===== src/ctm_pkg.sv =====
// ----------------------------------------------------------------------------
// ctm_pkg
// Types, chord tables and register constants of the chord template matcher.
// ----------------------------------------------------------------------------
package ctm_pkg;

  localparam int NumBins   = 12;
  localparam int NumChords = 36;
  localparam int IdxW      = 6;
  localparam int ChromaW   = 16;
  localparam int ThrW      = 16;
  localparam int RootW     = 4;

  // Register map
  localparam int  AddrW     = 3;
  localparam int  DataW     = 32;
  localparam logic RegIdxThr = 1'b0;
  localparam logic [ThrW-1:0] ThrReset = 16'd39322;

  typedef enum logic [1:0] {
    QualMaj  = 2'd0,
    QualMin  = 2'd1,
    QualDom7 = 2'd2
  } chord_quality_e;

  // Candidate chords, sorted by text name; the first best one wins a tie.
  localparam logic [RootW-1:0] ChordRoot [NumChords] = '{
    4'd9, 4'd10, 4'd10, 4'd10, 4'd9, 4'd9,
    4'd11, 4'd11, 4'd11,
    4'd0, 4'd1, 4'd1, 4'd1, 4'd0, 4'd0,
    4'd2, 4'd3, 4'd3, 4'd3, 4'd2, 4'd2,
    4'd4, 4'd4, 4'd4,
    4'd5, 4'd6, 4'd6, 4'd6, 4'd5, 4'd5,
    4'd7, 4'd8, 4'd8, 4'd8, 4'd7, 4'd7
  };

  localparam chord_quality_e ChordQual [NumChords] = '{
    QualMaj, QualMaj, QualDom7, QualMin, QualDom7, QualMin,
    QualMaj, QualDom7, QualMin,
    QualMaj, QualMaj, QualDom7, QualMin, QualDom7, QualMin,
    QualMaj, QualMaj, QualDom7, QualMin, QualDom7, QualMin,
    QualMaj, QualDom7, QualMin,
    QualMaj, QualMaj, QualDom7, QualMin, QualDom7, QualMin,
    QualMaj, QualMaj, QualDom7, QualMin, QualDom7, QualMin
  };

  typedef struct packed {
    logic [ChromaW-1:0] chroma_c;
    logic [ChromaW-1:0] chroma_cs;
    logic [ChromaW-1:0] chroma_d;
    logic [ChromaW-1:0] chroma_ds;
    logic [ChromaW-1:0] chroma_e;
    logic [ChromaW-1:0] chroma_f;
    logic [ChromaW-1:0] chroma_fs;
    logic [ChromaW-1:0] chroma_g;
    logic [ChromaW-1:0] chroma_gs;
    logic [ChromaW-1:0] chroma_a;
    logic [ChromaW-1:0] chroma_as;
    logic [ChromaW-1:0] chroma_b;
  } chroma_frame_t;

  typedef struct packed {
    logic [RootW-1:0]   chord_root;
    chord_quality_e     chord_quality;
    logic               recognized;
    logic [ChromaW-1:0] best_score;
  } chord_result_t;

  // Pitch class a given interval above a root, modulo 12.
  function automatic logic [RootW-1:0] pc_add(logic [RootW-1:0] root,
                                              logic [RootW-1:0] interval);
    logic [RootW:0] s;
    s = {1'b0, root} + {1'b0, interval};
    if (s >= 5'd12) begin
      s = s - 5'd12;
    end
    return s[RootW-1:0];
  endfunction

endpackage


===== src/chord_template_matcher.sv =====
// ----------------------------------------------------------------------------
// chord_template_matcher
// Chroma template chord recognizer: 36 chords, best mean wins.
// ----------------------------------------------------------------------------
// One chroma frame is taken in each clock cycle: busy stays low, so a frame
// is accepted at every edge with start high. Its result is driven on result_o
// with result_valid_o high for exactly one cycle, after the frame has passed
// through the five stages: the input register, template sums, two halves of
// the compare tree, and the mean and threshold stage. Results come back in
// frame order, one per frame, and cannot be held off by the receiver; it must
// take each one in that cycle. The threshold register is written over the APB
// port; the user must write it only while no frame is in the pipeline, as the
// block itself does not enforce this.
module chord_template_matcher import ctm_pkg::*; #(
  parameter int CHROMA_BITS = 16
) (
  input  logic              clk_i,
  input  logic              rst_ni,
  // Frame in
  input  logic              start,
  output logic              busy,
  input  chroma_frame_t     frame_i,
  // Result out
  output logic              result_valid_o,
  output chord_result_t     result_o,
  // Configuration
  input  logic              psel,
  input  logic              penable,
  input  logic              pwrite,
  input  logic [AddrW-1:0]  paddr,
  input  logic [DataW-1:0]  pwdata,
  output logic [DataW-1:0]  prdata,
  output logic              pready
);

  localparam int BinW = (CHROMA_BITS < ChromaW) ? CHROMA_BITS : ChromaW;
  localparam int ScW  = BinW + 4;

  logic [ThrW-1:0]               thr_q;
  logic                          in_valid_q;
  logic [NumBins-1:0][BinW-1:0]  bins_d, bins_q;
  logic                          sc_valid;
  logic [NumChords-1:0][ScW-1:0] sc_scaled;
  logic                          am_valid;
  logic [ScW-1:0]                am_scaled;
  logic [IdxW-1:0]               am_idx;
  logic                          cfg_wr;

  assign busy   = 1'b0;
  assign pready = 1'b1;

  // Threshold register
  assign cfg_wr = psel && penable && pwrite && pready && (paddr[2] == RegIdxThr);

  always_ff @(posedge clk_i or negedge rst_ni) begin
    if (!rst_ni) begin
      thr_q <= ThrReset;
    end else if (cfg_wr) begin
      thr_q <= pwdata[ThrW-1:0];
    end
  end

  assign prdata = (paddr[2] == RegIdxThr) ? DataW'(thr_q) : '0;

  // Input register; bits above the chroma width are dropped
  always_comb begin
    bins_d[0]  = frame_i.chroma_c[BinW-1:0];
    bins_d[1]  = frame_i.chroma_cs[BinW-1:0];
    bins_d[2]  = frame_i.chroma_d[BinW-1:0];
    bins_d[3]  = frame_i.chroma_ds[BinW-1:0];
    bins_d[4]  = frame_i.chroma_e[BinW-1:0];
    bins_d[5]  = frame_i.chroma_f[BinW-1:0];
    bins_d[6]  = frame_i.chroma_fs[BinW-1:0];
    bins_d[7]  = frame_i.chroma_g[BinW-1:0];
    bins_d[8]  = frame_i.chroma_gs[BinW-1:0];
    bins_d[9]  = frame_i.chroma_a[BinW-1:0];
    bins_d[10] = frame_i.chroma_as[BinW-1:0];
    bins_d[11] = frame_i.chroma_b[BinW-1:0];
  end

  always_ff @(posedge clk_i or negedge rst_ni) begin
    if (!rst_ni) begin
      in_valid_q <= 1'b0;
    end else begin
      in_valid_q <= start && !busy;
    end
  end

  always_ff @(posedge clk_i) begin
    if (start && !busy) begin
      bins_q <= bins_d;
    end
  end

  ctm_score #(.BinW(BinW)) u_score (
    .clk_i    (clk_i),
    .rst_ni   (rst_ni),
    .valid_i  (in_valid_q),
    .bins_i   (bins_q),
    .valid_o  (sc_valid),
    .scaled_o (sc_scaled)
  );

  ctm_argmax #(.ScW(ScW)) u_argmax (
    .clk_i         (clk_i),
    .rst_ni        (rst_ni),
    .valid_i       (sc_valid),
    .scaled_i      (sc_scaled),
    .valid_o       (am_valid),
    .best_scaled_o (am_scaled),
    .best_idx_o    (am_idx)
  );

  ctm_result #(.BinW(BinW)) u_result (
    .clk_i    (clk_i),
    .rst_ni   (rst_ni),
    .valid_i  (am_valid),
    .scaled_i (am_scaled),
    .idx_i    (am_idx),
    .thr_i    (thr_q),
    .valid_o  (result_valid_o),
    .result_o (result_o)
  );

endmodule


===== src/ctm_score.sv =====
// ----------------------------------------------------------------------------
// ctm_score
// Sums the template bins of all 36 chords, scaled to a common denominator 12.
// ----------------------------------------------------------------------------
module ctm_score import ctm_pkg::*; #(
  parameter int BinW = 16
) (
  input  logic                            clk_i,
  input  logic                            rst_ni,
  input  logic                            valid_i,
  input  logic [NumBins-1:0][BinW-1:0]    bins_i,
  output logic                            valid_o,
  output logic [NumChords-1:0][BinW+3:0]  scaled_o
);

  localparam int SumW = BinW + 2;
  localparam int ScW  = BinW + 4;

  logic [NumChords-1:0][ScW-1:0] scaled_d, scaled_q;
  logic                          valid_q;

  // Template sums: triads scaled by 4, seventh chords by 3
  always_comb begin
    logic [SumW-1:0]  s;
    logic [RootW-1:0] r;
    for (int i = 0; i < NumChords; i++) begin
      r = ChordRoot[i];
      s = SumW'(bins_i[r]) + SumW'(bins_i[pc_add(r, 4'd7)]);
      if (ChordQual[i] == QualMin) begin
        s = s + SumW'(bins_i[pc_add(r, 4'd3)]);
      end else begin
        s = s + SumW'(bins_i[pc_add(r, 4'd4)]);
      end
      if (ChordQual[i] == QualDom7) begin
        s = s + SumW'(bins_i[pc_add(r, 4'd10)]);
        scaled_d[i] = ScW'(s) + (ScW'(s) << 1);
      end else begin
        scaled_d[i] = ScW'(s) << 2;
      end
    end
  end

  always_ff @(posedge clk_i or negedge rst_ni) begin
    if (!rst_ni) begin
      valid_q <= 1'b0;
    end else begin
      valid_q <= valid_i;
    end
  end

  always_ff @(posedge clk_i) begin
    scaled_q <= scaled_d;
  end

  assign valid_o  = valid_q;
  assign scaled_o = scaled_q;

endmodule


===== src/ctm_argmax.sv =====
// ----------------------------------------------------------------------------
// ctm_argmax
// Two-stage registered compare tree; picks the first chord with the top score.
// ----------------------------------------------------------------------------
module ctm_argmax import ctm_pkg::*; #(
  parameter int ScW = 20
) (
  input  logic                           clk_i,
  input  logic                           rst_ni,
  input  logic                           valid_i,
  input  logic [NumChords-1:0][ScW-1:0]  scaled_i,
  output logic                           valid_o,
  output logic [ScW-1:0]                 best_scaled_o,
  output logic [IdxW-1:0]                best_idx_o
);

  localparam int L1 = NumChords / 2;
  localparam int L2 = L1 / 2;
  localparam int L3 = (L2 + 1) / 2;

  typedef struct packed {
    logic [ScW-1:0]  scaled;
    logic [IdxW-1:0] idx;
  } cand_t;

  // Earlier candidate keeps the slot unless the later one is strictly larger
  function automatic cand_t pick(cand_t a, cand_t b);
    return (b.scaled > a.scaled) ? b : a;
  endfunction

  cand_t       lvl0 [NumChords];
  cand_t       lvl1 [L1];
  cand_t       lvl2 [L2];
  cand_t       part_d [L3];
  cand_t       part_q [L3];
  cand_t       best_d, best_q;
  logic [1:0]  valid_q;

  // First half of the tree: 36 down to 5
  always_comb begin
    for (int i = 0; i < NumChords; i++) begin
      lvl0[i].scaled = scaled_i[i];
      lvl0[i].idx    = IdxW'(i);
    end
    for (int j = 0; j < L1; j++) begin
      lvl1[j] = pick(lvl0[2*j], lvl0[2*j+1]);
    end
    for (int j = 0; j < L2; j++) begin
      lvl2[j] = pick(lvl1[2*j], lvl1[2*j+1]);
    end
    for (int j = 0; j < L3 - 1; j++) begin
      part_d[j] = pick(lvl2[2*j], lvl2[2*j+1]);
    end
    part_d[L3-1] = lvl2[L2-1];
  end

  // Second half: 5 down to 1, order of the candidates kept
  always_comb begin
    cand_t a, b;
    a      = pick(part_q[0], part_q[1]);
    b      = pick(part_q[2], part_q[3]);
    best_d = pick(pick(a, b), part_q[4]);
  end

  always_ff @(posedge clk_i or negedge rst_ni) begin
    if (!rst_ni) begin
      valid_q <= '0;
    end else begin
      valid_q <= {valid_q[0], valid_i};
    end
  end

  always_ff @(posedge clk_i) begin
    part_q <= part_d;
    best_q <= best_d;
  end

  assign valid_o       = valid_q[1];
  assign best_scaled_o = best_q.scaled;
  assign best_idx_o    = best_q.idx;

endmodule


===== src/ctm_result.sv =====
// ----------------------------------------------------------------------------
// ctm_result
// Threshold test, mean by reciprocal multiply, and the result register.
// ----------------------------------------------------------------------------
module ctm_result import ctm_pkg::*; #(
  parameter int BinW = 16
) (
  input  logic                clk_i,
  input  logic                rst_ni,
  input  logic                valid_i,
  input  logic [BinW+3:0]     scaled_i,
  input  logic [IdxW-1:0]     idx_i,
  input  logic [ThrW-1:0]     thr_i,
  output logic                valid_o,
  output chord_result_t       result_o
);

  localparam int ScW     = BinW + 4;
  localparam int DivW    = BinW + 2;
  localparam int K       = BinW + 3;
  localparam int RecipW  = K - 1;
  localparam int ProdW   = DivW + RecipW;
  localparam int ThrScW  = ThrW + 4;
  localparam logic [RecipW-1:0] Recip = RecipW'(((64'd1 << K) + 64'd2) / 64'd3);

  logic [ThrScW-1:0] thr_x12;
  logic [DivW-1:0]   quarter;
  logic [ProdW-1:0]  prod;
  logic              hit;
  chord_result_t     result_d, result_q;
  logic              valid_q;

  // scaled / 12 = floor(floor(scaled / 4) / 3), exact for this range
  assign quarter = scaled_i[ScW-1:2];
  assign prod    = ProdW'(quarter) * ProdW'(Recip);

  // Scores are in twelfths, so the threshold is too
  assign thr_x12 = (ThrScW'(thr_i) << 3) + (ThrScW'(thr_i) << 2);
  assign hit     = ThrScW'(scaled_i) > thr_x12;

  always_comb begin
    result_d.recognized    = hit;
    result_d.chord_root    = hit ? ChordRoot[idx_i] : '0;
    result_d.chord_quality = hit ? ChordQual[idx_i] : QualMaj;
    result_d.best_score    = ChromaW'(prod[K +: BinW]);
  end

  always_ff @(posedge clk_i or negedge rst_ni) begin
    if (!rst_ni) begin
      valid_q <= 1'b0;
    end else begin
      valid_q <= valid_i;
    end
  end

  always_ff @(posedge clk_i) begin
    result_q <= result_d;
  end

  assign valid_o  = valid_q;
  assign result_o = result_q;

endmodule


===== config.mk =====
export PLATFORM = sky130hd
export DESIGN_NAME = chord_template_matcher
export DESIGN_NICKNAME = d
export VERILOG_FILES = /design/src/ctm_pkg.sv /design/src/chord_template_matcher.sv /design/src/ctm_score.sv /design/src/ctm_argmax.sv /design/src/ctm_result.sv
export SDC_FILE = /design/constraint.sdc
export NUM_CORES = 2
export LEC_CHECK = 0
export BUFFER_PORTS_ARGS = -buffer_cell sky130_fd_sc_hd__buf_2
export CAP_MARGIN = 5
export CORE_ASPECT_RATIO = 1.75
export CORE_MARGIN = 2
export CORE_UTILIZATION = 60
export CTS_BUF_LIST = sky130_fd_sc_hd__clkbuf_4 sky130_fd_sc_hd__clkbuf_8
export CTS_CLUSTER_SIZE = 30
export DETAILED_ROUTE_END_ITERATION = 10
export GPL_ROUTABILITY_DRIVEN = 0
export PLACE_DENSITY = 0.86
export SYNTH_ARGS = -nofsm -noshare
export SYNTH_HDL_FRONTEND = slang
export SYNTH_HIERARCHICAL = 1
export SYNTH_SLANG_ARGS = --single-unit

===== constraint.sdc =====
create_clock -name clk_i -period 7.7 [get_ports clk_i]
set_input_delay 0 -clock clk_i [delete_from_list [all_inputs] [get_ports clk_i]]
set_output_delay 0 -clock clk_i [all_outputs]
set_load 0.05 [all_outputs]

==> run summary, run 1 <==
Error -> [ERROR GRT-0116] Global routing finished with congestion. Check the congestion regions in the DRC Viewer.
Remaining Overflow, GRT -> 1377
EDFF count, synth -> 192
Synth area leader -> ha_1
die height -> 542 um
commonest cells in the netlist -> ha_1, inv_1, a21oi_1
Detailed Place HPWL -> 334000 um
Failed at -> global routing
top-count cell post-synth -> ha_1
placed cell areas -> 0.105 sq mm
cell count after synthesis -> 11100
YS warnings -> 6
total CTS buffers -> 165
Ports -> 291
CTS H-Tree Depth -> 4
root buf cell -> clkbuf_8
setup bufs post-CTS -> 0
Chip Width -> 311 um
Synth top area share -> 24.2%
status -> stopped before the end
vias in the first global route -> 112000
sequential element share of the synthesized area -> 23.2%
# rows -> 197
library cells used by synthesis -> 137
post-synthesis register bit count -> 1048
Synth area leaders -> ha_1, dfxtp_1, edfxtp_1, xnor2_1, inv_1
synthesized area -> 0.0992 sq mm
clock sinks -> 1048
Max Root-Sink Buffers -> 4
Synth async-reset ratio -> 2.00%
first-pass GRT wire length -> 821000 um
Main synth FF type -> dfxtp_1
Synth Area per Inst -> 8.95 sq um
largest net degree at the start of global routing -> 145
Initial Util -> 60.3%
port bufs -> 254
gr usage total -> 64.8%
## through the flow
step,hold slack (ps),std cells,setup slack [ps]
global placement,-36.1,13700,116
CTS,91.9,14400,-150
detailed placement,-25.9,13700,-129
floorplan,-296,11100,520
## timing repair
| item | CTS |
|---|---|
| endpoints found under the hold margin | 355 |
| gates resized for setup | 1 |
| endpoints found under the setup margin | 7 |
| hold buffers | 435 |
## layer usage
layer  track usage (%)  overflow
met5              24.7         3
met4              66.5       381
met3              50.2        36
met2              83.6       921
met1              61.2        36
## cells by family after synthesis
logic type / Yosys count / share of synthesized area, %
compound gates: 2846 / 18.7
simple gates: 2329 / 11.7
fa+ha+maj: 2088 / 27.6
buf+inv: 1402 / 5.62
flops: 1048 / 23.2
xor+xnor: 837 / 7.50
mux: 530 / 5.60
other cells: 3 / 0.0114
==> run 2: changes to the inputs <==
CORE_ASPECT_RATIO = default   (was 1.75)
CORE_UTILIZATION = 40   (was 60)
CTS_BUF_LIST = default   (was sky130_fd_sc_hd__clkbuf_4 sky130_fd_sc_hd__clkbuf_8)
CTS_CLUSTER_SIZE = default   (was 30)
PLACE_DENSITY = default   (was 0.86)
PLACE_DENSITY_LB_ADDON = 0.15   (was default)
clock period = 10.01 ns   (was 7.7 ns; I/O delays follow)
==> run 2 against run 1 <==
  * The flow now finishes, with violations (capacitance limit)
  * Synthesized area unchanged
  * Synthesized cell count unchanged
==> run summary, run 2 <==
most frequent cells in the layout -> ha_1, inv_1, a21oi_1, dfxtp_1, nor2_1
die height -> 502 um
post-place setup slack -> 1410 ps
delay-heaviest family, CP -> compound AO/OA/AOI/OAI gates
PnR worst setup slack -> 1020 ps
first-pass GRT wire length -> 567000 um
final slew viol count -> 0
initial antenna violation count -> 89
Final period util -> 89.8%
layout cells sized above 1 -> 8.44%
status -> finished with violations
setup violators final -> 0
Setup crit end kind -> register
Highest Clock Rate -> 111 MHz
EDFF count, synth -> 192
core area -> 0.246 sq mm
Main synth FF type -> dfxtp_1
synth-to-layout area growth -> 15.9%
Worst Path Buf+Inv -> 3
Ports -> 291
top-count cell post-synth -> ha_1
CTS tree -> built
library cells used by synthesis -> 137
final core occ -> 46.7%
design area -> 0.115 sq mm
Tmin final -> 8990 ps
# rows -> 182
Synth async-reset ratio -> 2.00%
YS warnings -> 6
Remaining Overflow, GRT -> 0
worst-margin pin slew -> 1450 ps
commonest cells in the netlist -> ha_1, inv_1, a21oi_1
Synth area leaders -> ha_1, dfxtp_1, edfxtp_1, xnor2_1, inv_1
maxcap violations -> 1
CTS H-Tree Depth -> 4
final setup TNS -> 0 ps
failing checks -> capacitance limit
Worst EP required -> 10720 ps
CP max stage cell -> mux2i_1
clock-pin slew on the worst setup and hold paths -> 60 ps
final hold violations -> 0
RSZ-0062 raised after global routing -> no
Slew headroom -> 0.726%
gr usage total -> 31.2%
die area -> 0.252 sq mm
vias -> 88200
Detailed Place HPWL -> 323000 um
DRC -> 0
total CTS buffers -> 135
Synth area leader -> ha_1
root buf cell -> clkbuf_16
starting DRC count in detailed routing -> 8182
clock skew -> 61.4 ps
WP data arrival -> 9700 ps
Worst setup SP type -> register
critical-path maximum fanout -> 22
Post-Route WL -> 404000 um
Synth Area per Inst -> 8.95 sq um
CTS resizes -> 0
post-route ant nets -> 0
cell count after synthesis -> 11100
Initial Util -> 40.3%
clock sinks -> 1048
Crit path largest cell delay -> 1240 ps
synthesized area -> 0.0992 sq mm
placed cell areas -> 0.106 sq mm
Chip Width -> 502 um
per-cell routed wire length -> 26.1 um
fin nets -> 14300
clk_lat worst skew -> 850 ps
max reg flops -> 672
Max Root-Sink Buffers -> 3
First-pass DRT Iterations -> 6
Synth top area share -> 24.2%
sequential element share of the synthesized area -> 23.2%
vias in the first global route -> 84500
commonest non-fill, non-tap cell in the layout -> ha_1
min-delay worst type -> input port to register
vias per cell -> 5.70
largest net degree at the start of global routing -> 82
WS Path Type -> register to register
post-synthesis register bit count -> 1048
port bufs -> 254
## run 2: per-stage QoR
stage               hold slack, ps  instances
floorplan                     -296      11100
finish                         271      15500
global placement             -28.3      14700
global route                   291      15400
CTS                            236      15400
detailed placement           -15.2      14700
## run 2: timing repair
| action | in CTS | in global routing |
|---|---|---|
| hold buffers | 435 | 0 |
| setup buffers | 0 | 0 |
| hold endpoints to repair | 308 | 0 |
## run 2: final cells by class
type | count | area, sq um
fillers | 23300 | 131000
multi-input cells | 8696 | 71000
flip-flops and latches | 1048 | 23000
repair buffers | 903 | 7240
inverters | 1215 | 4560
well taps | 3312 | 4140
clock buffers | 181 | 3930
clock inverters | 69 | 912
diodes | 54 | 135
## run 2: final timing paths
| check | to | slack [ps] | from | cells after the start |
|---|---|---|---|---|
| min in group asynchronous | u_score/valid_o | 450 | rst_ni | 3 |
| hold / removal | bins_q[31] | 270 | start | 2 |
| max in group asynchronous | thr_q[9] | 8960 | rst_ni | 3 |
| setup / recovery | u_argmax/best_idx_o[0] | 1020 | u_argmax/part_q[75] | 28 |
| setup reg to reg | u_argmax/best_idx_o[0] | 1020 | u_argmax/part_q[75] | 28 |
| hold reg to reg | u_result/valid_o | 350 | u_argmax/valid_q[1] | 0 |
## run 2: worst register-to-register path: cells and delay by family, from the launching register on
kind	cells	cell delay, ps
fa+ha+maj	3	960
compound gates	9	2760
simple gates	11	2670
buf+inv	3	510
mux	2	1640
flops	1	340
## run 2: metal layers
| layer | part of all wire [%] | global-route usage, % |
|---|---|---|
| met3 | 8.8 | 7.16 |
| met4 | 9.5 | 26.4 |
| met1 | 40 | 38.1 |
| met5 | 0.067 | 0 |
| met2 | 42 | 46.3 |
## run 2: kinds of logic (layout without fill, tap and decap cells)
family	count (synthesis)	count (layout)	share of synthesized area, %
flip-flops	1048	1048	23.2
AND/OR/NAND/NOR	2329	2329	11.7
AO/OA/AOI/OAI	2846	2846	18.7
XOR/XNOR	837	837	7.50
other	3	120	0.0114
multiplexers	530	530	5.60
buffers and inverters	1402	2368	5.62
adder cells (fa/ha/maj)	2088	2088	27.6
Power of run 2 is left out: the tool's default activity adds up to more than one toggle a clock period on the data nets, which glitch-free logic cannot reach.
